===== config.mk =====
export PLATFORM = sky130hd
export DESIGN_NAME = pcfc_ctrl
export DESIGN_NICKNAME = d
export VERILOG_FILES = /design/src/hw/rtl/pcfc_pkg.sv /design/src/hw/rtl/pcfc_ctrl.sv
export SDC_FILE = /design/constraint.sdc
export NUM_CORES = 1
export LEC_CHECK = 0
export ABC_AREA = 1
export BUFFER_PORTS_ARGS = -buffer_cell sky130_fd_sc_hd__buf_2
export CAP_MARGIN = 5
export CORE_MARGIN = 4
export CORE_UTILIZATION = 44
export DETAILED_ROUTE_END_ITERATION = 12
export GPL_ROUTABILITY_DRIVEN = 0
export HOLD_SLACK_MARGIN = 0.08
export PLACE_DENSITY = 0.59
export REMOVE_ABC_BUFFERS = 1
export SYNTH_ARGS = -nofsm -noshare
export SYNTH_HDL_FRONTEND = slang
export SYNTH_SLANG_ARGS = --single-unit

===== constraint.sdc =====
create_clock -name i_clk -period 1.9 [get_ports i_clk]
set_clock_uncertainty 0.1 [all_clocks]
set_input_delay 0.19 -clock i_clk [delete_from_list [all_inputs] [get_ports i_clk]]
set_output_delay 0.19 -clock i_clk [all_outputs]
set_load 0.05 [all_outputs]

===== src/hw/rtl/pcfc_pkg.sv =====
// ----------------------------------------------------------------------------
// pcfc_pkg
// shared types, codes and constant tables of the fov crop block
// ----------------------------------------------------------------------------
package pcfc_pkg;

    localparam int Q_W        = 16;   // quaternion component, q1.14
    localparam int ROT_W      = 16;   // rotation term, q1.14
    localparam int ANG_W      = 26;   // angle in 1/65536 degree, signed
    localparam int RANGE_W    = 23;
    localparam int ELEV_W     = 16;
    localparam int SPAN_W     = 17;
    localparam int IDX_W      = 6;
    localparam int CORDIC_MAX = 24;
    localparam int N_QPROD    = 10;
    localparam int N_ROT      = 9;
    localparam int N_SQ       = 5;
    localparam int QUO_W      = 15;   // quotient bits of one rotation term
    localparam int CFG_ADDR_W = 5;
    localparam int CFG_DATA_W = 32;

    localparam logic [RANGE_W-1:0]      MIN_RANGE_RST = 23'd102;
    localparam logic [RANGE_W-1:0]      MAX_RANGE_RST = 23'd40960;
    localparam logic [ELEV_W-1:0]       ELEV_MIN_RST  = 16'hF900;
    localparam logic [ELEV_W-1:0]       ELEV_MAX_RST  = 16'd13312;
    localparam logic [SPAN_W-1:0]       SPAN_RST      = 17'd92160;
    localparam logic [SPAN_W-1:0]       FULL_SPAN     = 17'd92160;
    localparam logic signed [ANG_W-1:0] HALF_TURN     = 26'sd11796480;
    localparam logic signed [ROT_W-1:0] Q14_ONE       = 16'sd16384;

    localparam logic [ANG_W-1:0] ATAN_TAB [CORDIC_MAX] = '{
        26'd2949120, 26'd1740967, 26'd919879, 26'd466945, 26'd234379, 26'd117304,
        26'd58666,   26'd29335,   26'd14668,  26'd7334,   26'd3667,   26'd1833,
        26'd917,     26'd458,     26'd229,    26'd115,    26'd57,     26'd29,
        26'd14,      26'd7,       26'd4,      26'd2,      26'd1,      26'd0
    };

    // quaternion products: ww xx yy zz xy wz xz wy yz wx
    localparam logic [1:0] QMUL_A [N_QPROD] = '{2'd0, 2'd1, 2'd2, 2'd3, 2'd1,
                                                2'd0, 2'd1, 2'd0, 2'd2, 2'd0};
    localparam logic [1:0] QMUL_B [N_QPROD] = '{2'd0, 2'd1, 2'd2, 2'd3, 2'd2,
                                                2'd3, 2'd3, 2'd2, 2'd3, 2'd1};

    // body product k: output lane k/3, world lane k%3, term at lane*3 + output
    localparam logic [3:0] BM_ROT [N_ROT] = '{4'd0, 4'd3, 4'd6, 4'd1, 4'd4,
                                              4'd7, 4'd2, 4'd5, 4'd8};
    localparam logic [1:0] BM_ROW [N_ROT] = '{2'd0, 2'd0, 2'd0, 2'd1, 2'd1,
                                              2'd1, 2'd2, 2'd2, 2'd2};
    localparam logic [1:0] BM_COL [N_ROT] = '{2'd0, 2'd1, 2'd2, 2'd0, 2'd1,
                                              2'd2, 2'd0, 2'd1, 2'd2};

    typedef enum logic [2:0] {
        REG_MIN_RANGE = 3'd0,
        REG_MAX_RANGE = 3'd1,
        REG_ELEV_MIN  = 3'd2,
        REG_ELEV_MAX  = 3'd3,
        REG_AZ_SPAN   = 3'd4
    } t_reg_idx;

    typedef enum logic [4:0] {
        S_IDLE, S_DISPATCH, S_QMUL, S_NORM, S_TERM_INIT, S_DIV, S_TERM_STORE,
        S_POSE_FIN, S_DIFF, S_BMUL, S_BACC, S_BODY, S_SQ, S_RANGE, S_SQRT,
        S_ELEV_INIT, S_ELEV_STEP, S_ELEV_CHK, S_AZ_INIT, S_AZ_STEP, S_AZ_CHK,
        S_OUT
    } t_state;

    typedef enum logic [4:0] {
        OP_NOP, OP_LOAD, OP_QMUL, OP_NORM, OP_TERM_INIT, OP_DIV_STEP,
        OP_TERM_STORE, OP_POSE_FIN, OP_DIFF, OP_BMUL, OP_BACC, OP_BODY, OP_SQ,
        OP_RANGE, OP_SQRT_STEP, OP_ELEV_INIT, OP_CORDIC_STEP, OP_ELEV_CHK,
        OP_AZ_INIT, OP_AZ_CHK, OP_OUT
    } t_dp_op;

    typedef struct packed {
        t_dp_op           op;
        logic [IDX_W-1:0] idx;
    } t_dp_cmd;

    typedef struct packed {
        logic item_is_point;
    } t_dp_status;

endpackage


===== src/hw/rtl/pcfc_ctrl.sv =====
// ----------------------------------------------------------------------------
// pcfc_ctrl
// sequencer: steps the datapath through pose and point work
// ----------------------------------------------------------------------------
module pcfc_ctrl #(
    parameter int COORD_BITS       = 24,
    parameter int ANGLE_ITERATIONS = 16
) (
    input  logic                  i_clk,
    input  logic                  i_rst_n,
    input  logic                  i_in_valid,
    output logic                  o_in_ready,
    output logic                  o_out_valid,
    input  logic                  i_out_ready,
    input  pcfc_pkg::t_dp_status  i_status,
    output pcfc_pkg::t_dp_cmd     o_cmd
);
    import pcfc_pkg::*;

    localparam logic [IDX_W-1:0] LAST_QMUL = IDX_W'(N_QPROD - 1);
    localparam logic [IDX_W-1:0] LAST_ROT  = IDX_W'(N_ROT - 1);
    localparam logic [IDX_W-1:0] LAST_SQ   = IDX_W'(N_SQ - 1);
    localparam logic [IDX_W-1:0] LAST_DIV  = IDX_W'(QUO_W - 1);
    localparam logic [IDX_W-1:0] LAST_SQRT = IDX_W'(COORD_BITS - 1);
    localparam logic [IDX_W-1:0] LAST_ANG  = IDX_W'(ANGLE_ITERATIONS - 1);

    t_state           r_state, n_state;
    logic [IDX_W-1:0] r_cnt, n_cnt;
    logic [IDX_W-1:0] r_sub, n_sub;
    logic             r_out_valid, n_out_valid;
    logic             out_free;

    assign out_free = !r_out_valid || i_out_ready;

    always_ff @(posedge i_clk) begin
        if (!i_rst_n) begin
            r_state     <= S_IDLE;
            r_cnt       <= '0;
            r_sub       <= '0;
            r_out_valid <= 1'b0;
        end else begin
            r_state     <= n_state;
            r_cnt       <= n_cnt;
            r_sub       <= n_sub;
            r_out_valid <= n_out_valid;
        end
    end

    // next state
    always_comb begin
        n_state = r_state;
        n_cnt   = r_cnt;
        n_sub   = r_sub;
        case (r_state)
            S_IDLE: begin
                if (i_in_valid) n_state = S_DISPATCH;
            end
            S_DISPATCH: begin
                n_cnt   = '0;
                n_state = i_status.item_is_point ? S_DIFF : S_QMUL;
            end
            S_QMUL: begin
                n_cnt = r_cnt + 1'b1;
                if (r_cnt == LAST_QMUL) n_state = S_NORM;
            end
            S_NORM: begin
                n_cnt   = '0;
                n_state = S_TERM_INIT;
            end
            S_TERM_INIT: begin
                n_sub   = '0;
                n_state = S_DIV;
            end
            S_DIV: begin
                n_sub = r_sub + 1'b1;
                if (r_sub == LAST_DIV) n_state = S_TERM_STORE;
            end
            S_TERM_STORE: begin
                n_cnt   = r_cnt + 1'b1;
                n_state = (r_cnt == LAST_ROT) ? S_POSE_FIN : S_TERM_INIT;
            end
            S_POSE_FIN: n_state = S_IDLE;
            S_DIFF: begin
                n_cnt   = '0;
                n_state = S_BMUL;
            end
            S_BMUL: n_state = S_BACC;
            S_BACC: begin
                n_cnt   = r_cnt + 1'b1;
                n_state = (r_cnt == LAST_ROT) ? S_BODY : S_BMUL;
            end
            S_BODY: begin
                n_cnt   = '0;
                n_state = S_SQ;
            end
            S_SQ: begin
                n_cnt = r_cnt + 1'b1;
                if (r_cnt == LAST_SQ) n_state = S_RANGE;
            end
            S_RANGE: begin
                n_cnt   = '0;
                n_state = S_SQRT;
            end
            S_SQRT: begin
                n_cnt = r_cnt + 1'b1;
                if (r_cnt == LAST_SQRT) n_state = S_ELEV_INIT;
            end
            S_ELEV_INIT: begin
                n_cnt   = '0;
                n_state = S_ELEV_STEP;
            end
            S_ELEV_STEP: begin
                n_cnt = r_cnt + 1'b1;
                if (r_cnt == LAST_ANG) n_state = S_ELEV_CHK;
            end
            S_ELEV_CHK: n_state = S_AZ_INIT;
            S_AZ_INIT: begin
                n_cnt   = '0;
                n_state = S_AZ_STEP;
            end
            S_AZ_STEP: begin
                n_cnt = r_cnt + 1'b1;
                if (r_cnt == LAST_ANG) n_state = S_AZ_CHK;
            end
            S_AZ_CHK: n_state = S_OUT;
            S_OUT: begin
                if (out_free) n_state = S_IDLE;
            end
            default: n_state = S_IDLE;
        endcase
    end

    // outputs
    always_comb begin
        o_cmd.op    = OP_NOP;
        o_cmd.idx   = r_cnt;
        o_in_ready  = 1'b0;
        n_out_valid = r_out_valid && !i_out_ready;
        case (r_state)
            S_IDLE: begin
                o_in_ready = 1'b1;
                if (i_in_valid) o_cmd.op = OP_LOAD;
            end
            S_QMUL:       o_cmd.op = OP_QMUL;
            S_NORM:       o_cmd.op = OP_NORM;
            S_TERM_INIT:  o_cmd.op = OP_TERM_INIT;
            S_DIV:        o_cmd.op = OP_DIV_STEP;
            S_TERM_STORE: o_cmd.op = OP_TERM_STORE;
            S_POSE_FIN:   o_cmd.op = OP_POSE_FIN;
            S_DIFF:       o_cmd.op = OP_DIFF;
            S_BMUL:       o_cmd.op = OP_BMUL;
            S_BACC:       o_cmd.op = OP_BACC;
            S_BODY:       o_cmd.op = OP_BODY;
            S_SQ:         o_cmd.op = OP_SQ;
            S_RANGE:      o_cmd.op = OP_RANGE;
            S_SQRT:       o_cmd.op = OP_SQRT_STEP;
            S_ELEV_INIT:  o_cmd.op = OP_ELEV_INIT;
            S_ELEV_STEP:  o_cmd.op = OP_CORDIC_STEP;
            S_ELEV_CHK:   o_cmd.op = OP_ELEV_CHK;
            S_AZ_INIT:    o_cmd.op = OP_AZ_INIT;
            S_AZ_STEP:    o_cmd.op = OP_CORDIC_STEP;
            S_AZ_CHK:     o_cmd.op = OP_AZ_CHK;
            S_OUT: begin
                if (out_free) begin
                    o_cmd.op    = OP_OUT;
                    n_out_valid = 1'b1;
                end
            end
            default: o_cmd.op = OP_NOP;
        endcase
    end

    assign o_out_valid = r_out_valid;

endmodule


==> out/metrics.yaml <==
antenna_found_initial: 0
ys_seq_elements: 18
cp_data_arrival_time_ns: 1.68
yosysTopAreaCellShare_pct: 23.8
yosysMostFrequentCell: "nand2_1"
syn_to_final_growth_pct: 25.1
ys.flop_type: "dfxtp_1"
grt_pass1_vias: 1420
grt_pass1_wl_um: 6620
drt-total-wl_um: 4250
grt_max_degree: 12
finalSetupViolations: 2
post-synth-top-area-cell: "dfxtp_1"
finalCritPeriodShare_pct: 103
max-vdd-ir-drop_mv: 0.686
violations: "negative setup slack"
fin_nets: 294
max_freq_ghz: 0.509
critical_path_class: "reg2out"
clock-root-buffer: "clkbuf_4"
netlist_top_cells_area: "dfxtp_1 24%, nand2_1 15%, nor2_1 12%"
clock_latency_ns: 0.30
hold_viol: 0
power_density_nw_per_um2: 1260
fin_cells: 329
p_leak_nw: 0.875
met1_length_um: 1940
postSynthCellCount: 251
synth_cell_types: 32
core_um2: 3340
cts_tree: "done"
port_buffers: 17
clock-sinks: 18
die_h_um: 66.7
initial_utilization_pct: 45.4
holdWs_ns: 0.127
avgRoutedWirePerCell_um: 12.9
fin_crit_ns: 1.97
hold_path.class: "in2reg"
clockBufferDepth: 2
slew_viol_final: 0
htreeDepth: 1
hp-start: "i_status"
rsz0062_at_grt: "true"
viasPerCell: 5.25
die-area_um2: 4440
yosys_warnings: 0
setup_ws_ns: -0.0657
wl_met2_um: 1810
slew_headroom_pct: 69.3
ys_top_cells_by_count: "59 x nand2_1, 48 x nor2_1, 24 x nand3_1"
wl_met3_um: 367
design_area_um2: 1890
ios: 18
routed.top_layer: "met4"
synthArstFlopShare_pct: 0
grtUsageTotal_pct: 19.5
drtIter0Drc: 126
drive_above_1_share_pct: 29.0
clk_pin_slew_ns: 0.13
cts_inserted_buffers: 3
synth_area_um2: 1510
syn_area_per_cell_um2: 6.03
path_max_fanout: 6
grt_overflow: 0
postRouteAntennaNets: 0
r2r-start: "r_state[3]"
die_x_um: 66.7
dp_hpwl_um: 3100
tightest_slew_ns: 0.460
cp.required_ns: 1.61
dpl-instance-area_um2: 1640
synth_enable_flop_cells: 0
drt_pass1_iterations: 5
cp-start-kind: "flop"
startpoint: "r_state[3]"
via_count: 1726
drc_errors: 0
synth_seq_area_share_pct: 23.8
endpoint_kind: "primary output"
cap_violations: 0
status: "complete, but fails checks"
diodes: 0
num_rows: 21
dp_cells: 312
registers in the layout, indices dropped and copies added, names as in the netlist:
signal       count
o_out_valid      1
r_cnt            6
r_state          5
r_sub            6
power breakdown:
| part | switching [mW] | internal [mW] |
|---|---|---|
| combinational | 1.05 | 0.555 |
| clock | 0.136 | 0.117 |
| sequential | 0.0963 | 0.436 |
| total | 1.28 | 1.11 |
metrics by stage:
| stage | setup TNS [ns] | total power, mW | setup slack, ns | utilization [%] |
|---|---|---|---|---|
| floorplan | -0.0962 | 1.49 | -0.0738 | - |
| global placement | 0 | 1.80 | 0.117 | 49.2 |
| detailed placement | 0 | 1.78 | 0.163 | 49.2 |
| CTS | 0 | 2.07 | 0.00685 | 51.5 |
| global route | -0.200 | 2.54 | -0.0809 | 56.8 |
| finish | -0.0796 | 2.38 | -0.0657 | 56.8 |
path summary, 6_finish.rpt:
| kind | endpoint | slack (ns) | cells after the start |
|---|---|---|---|
| setup reg to reg | r_state[1] | 0.10 | 11 |
| hold / removal | r_state[3] | 0.13 | 3 |
| hold reg to reg | r_sub[1] | 0.42 | 2 |
| setup / recovery | o_cmd[6] | -0.07 | 7 |
logic make-up (layout without fill, tap and decap cells):
kind of cell	Yosys count	count (layout)	synth area share [%]
and+or+nand+nor	159	159	49.3
buffers and inverters	34	66	9.34
DFF	18	18	23.8
AOI/OAI and AO/OA	35	35	13.5
adders and majority gates	5	5	4.13
routing by layer:
metal | vias up | GRT usage, %
li1 | 875 | -
met1 | 746 | 29.2
met2 | 90 | 28.5
met3 | 15 | 3.54
met4 | 0 | 4.82
met5 | - | 0
timing repair:
item | 4_1_cts | 5_1_grt
pin swaps | 1 | 8
buffers inserted | 0 | 12
hold endpoints to repair | 2 | 0
gates cloned | 0 | 0
hold buffers | 1 | 0
setup endpoints to repair | 4 | 4
gates resized for setup | 13 | 22
placed cells by master (no fill, tap or decap), types with 5 or more instances in the layout:
cell	count
buf_4	13
nor2_4	5
nand3_1	21
o21ai_0	7
inv_1	19
inv_2	6
nand2_2	7
buf_2	13
ha_1	5
dfxtp_1	13
nor2_1	46
nand2_1	57
nor2_2	6
o21ai_1	7
a21oi_1	11
final cells by class:
| type | instances | area, µm² |
|---|---|---|
| Tap cell | 46 | 57.6 |
| Timing Repair Buffer | 31 | 223 |
| Fill cell | 348 | 1440 |
| Clock buffer | 4 | 36.3 |
| Inverter | 31 | 126 |
| Sequential cell | 18 | 374 |
| Multi-Input combinational cell | 199 | 1080 |
worst max-delay path, cell delays in order, from the launching register on:
cell	delay (ns)
dfxtp_4	0.38
buf_12	0.13
nor2_4	0.24
nand3_2	0.13
inv_2	0.09
a21oi_1	0.10
o2111ai_2	0.10
buf_6	0.19
Note: power is estimated with default switching activity, not from simulation.
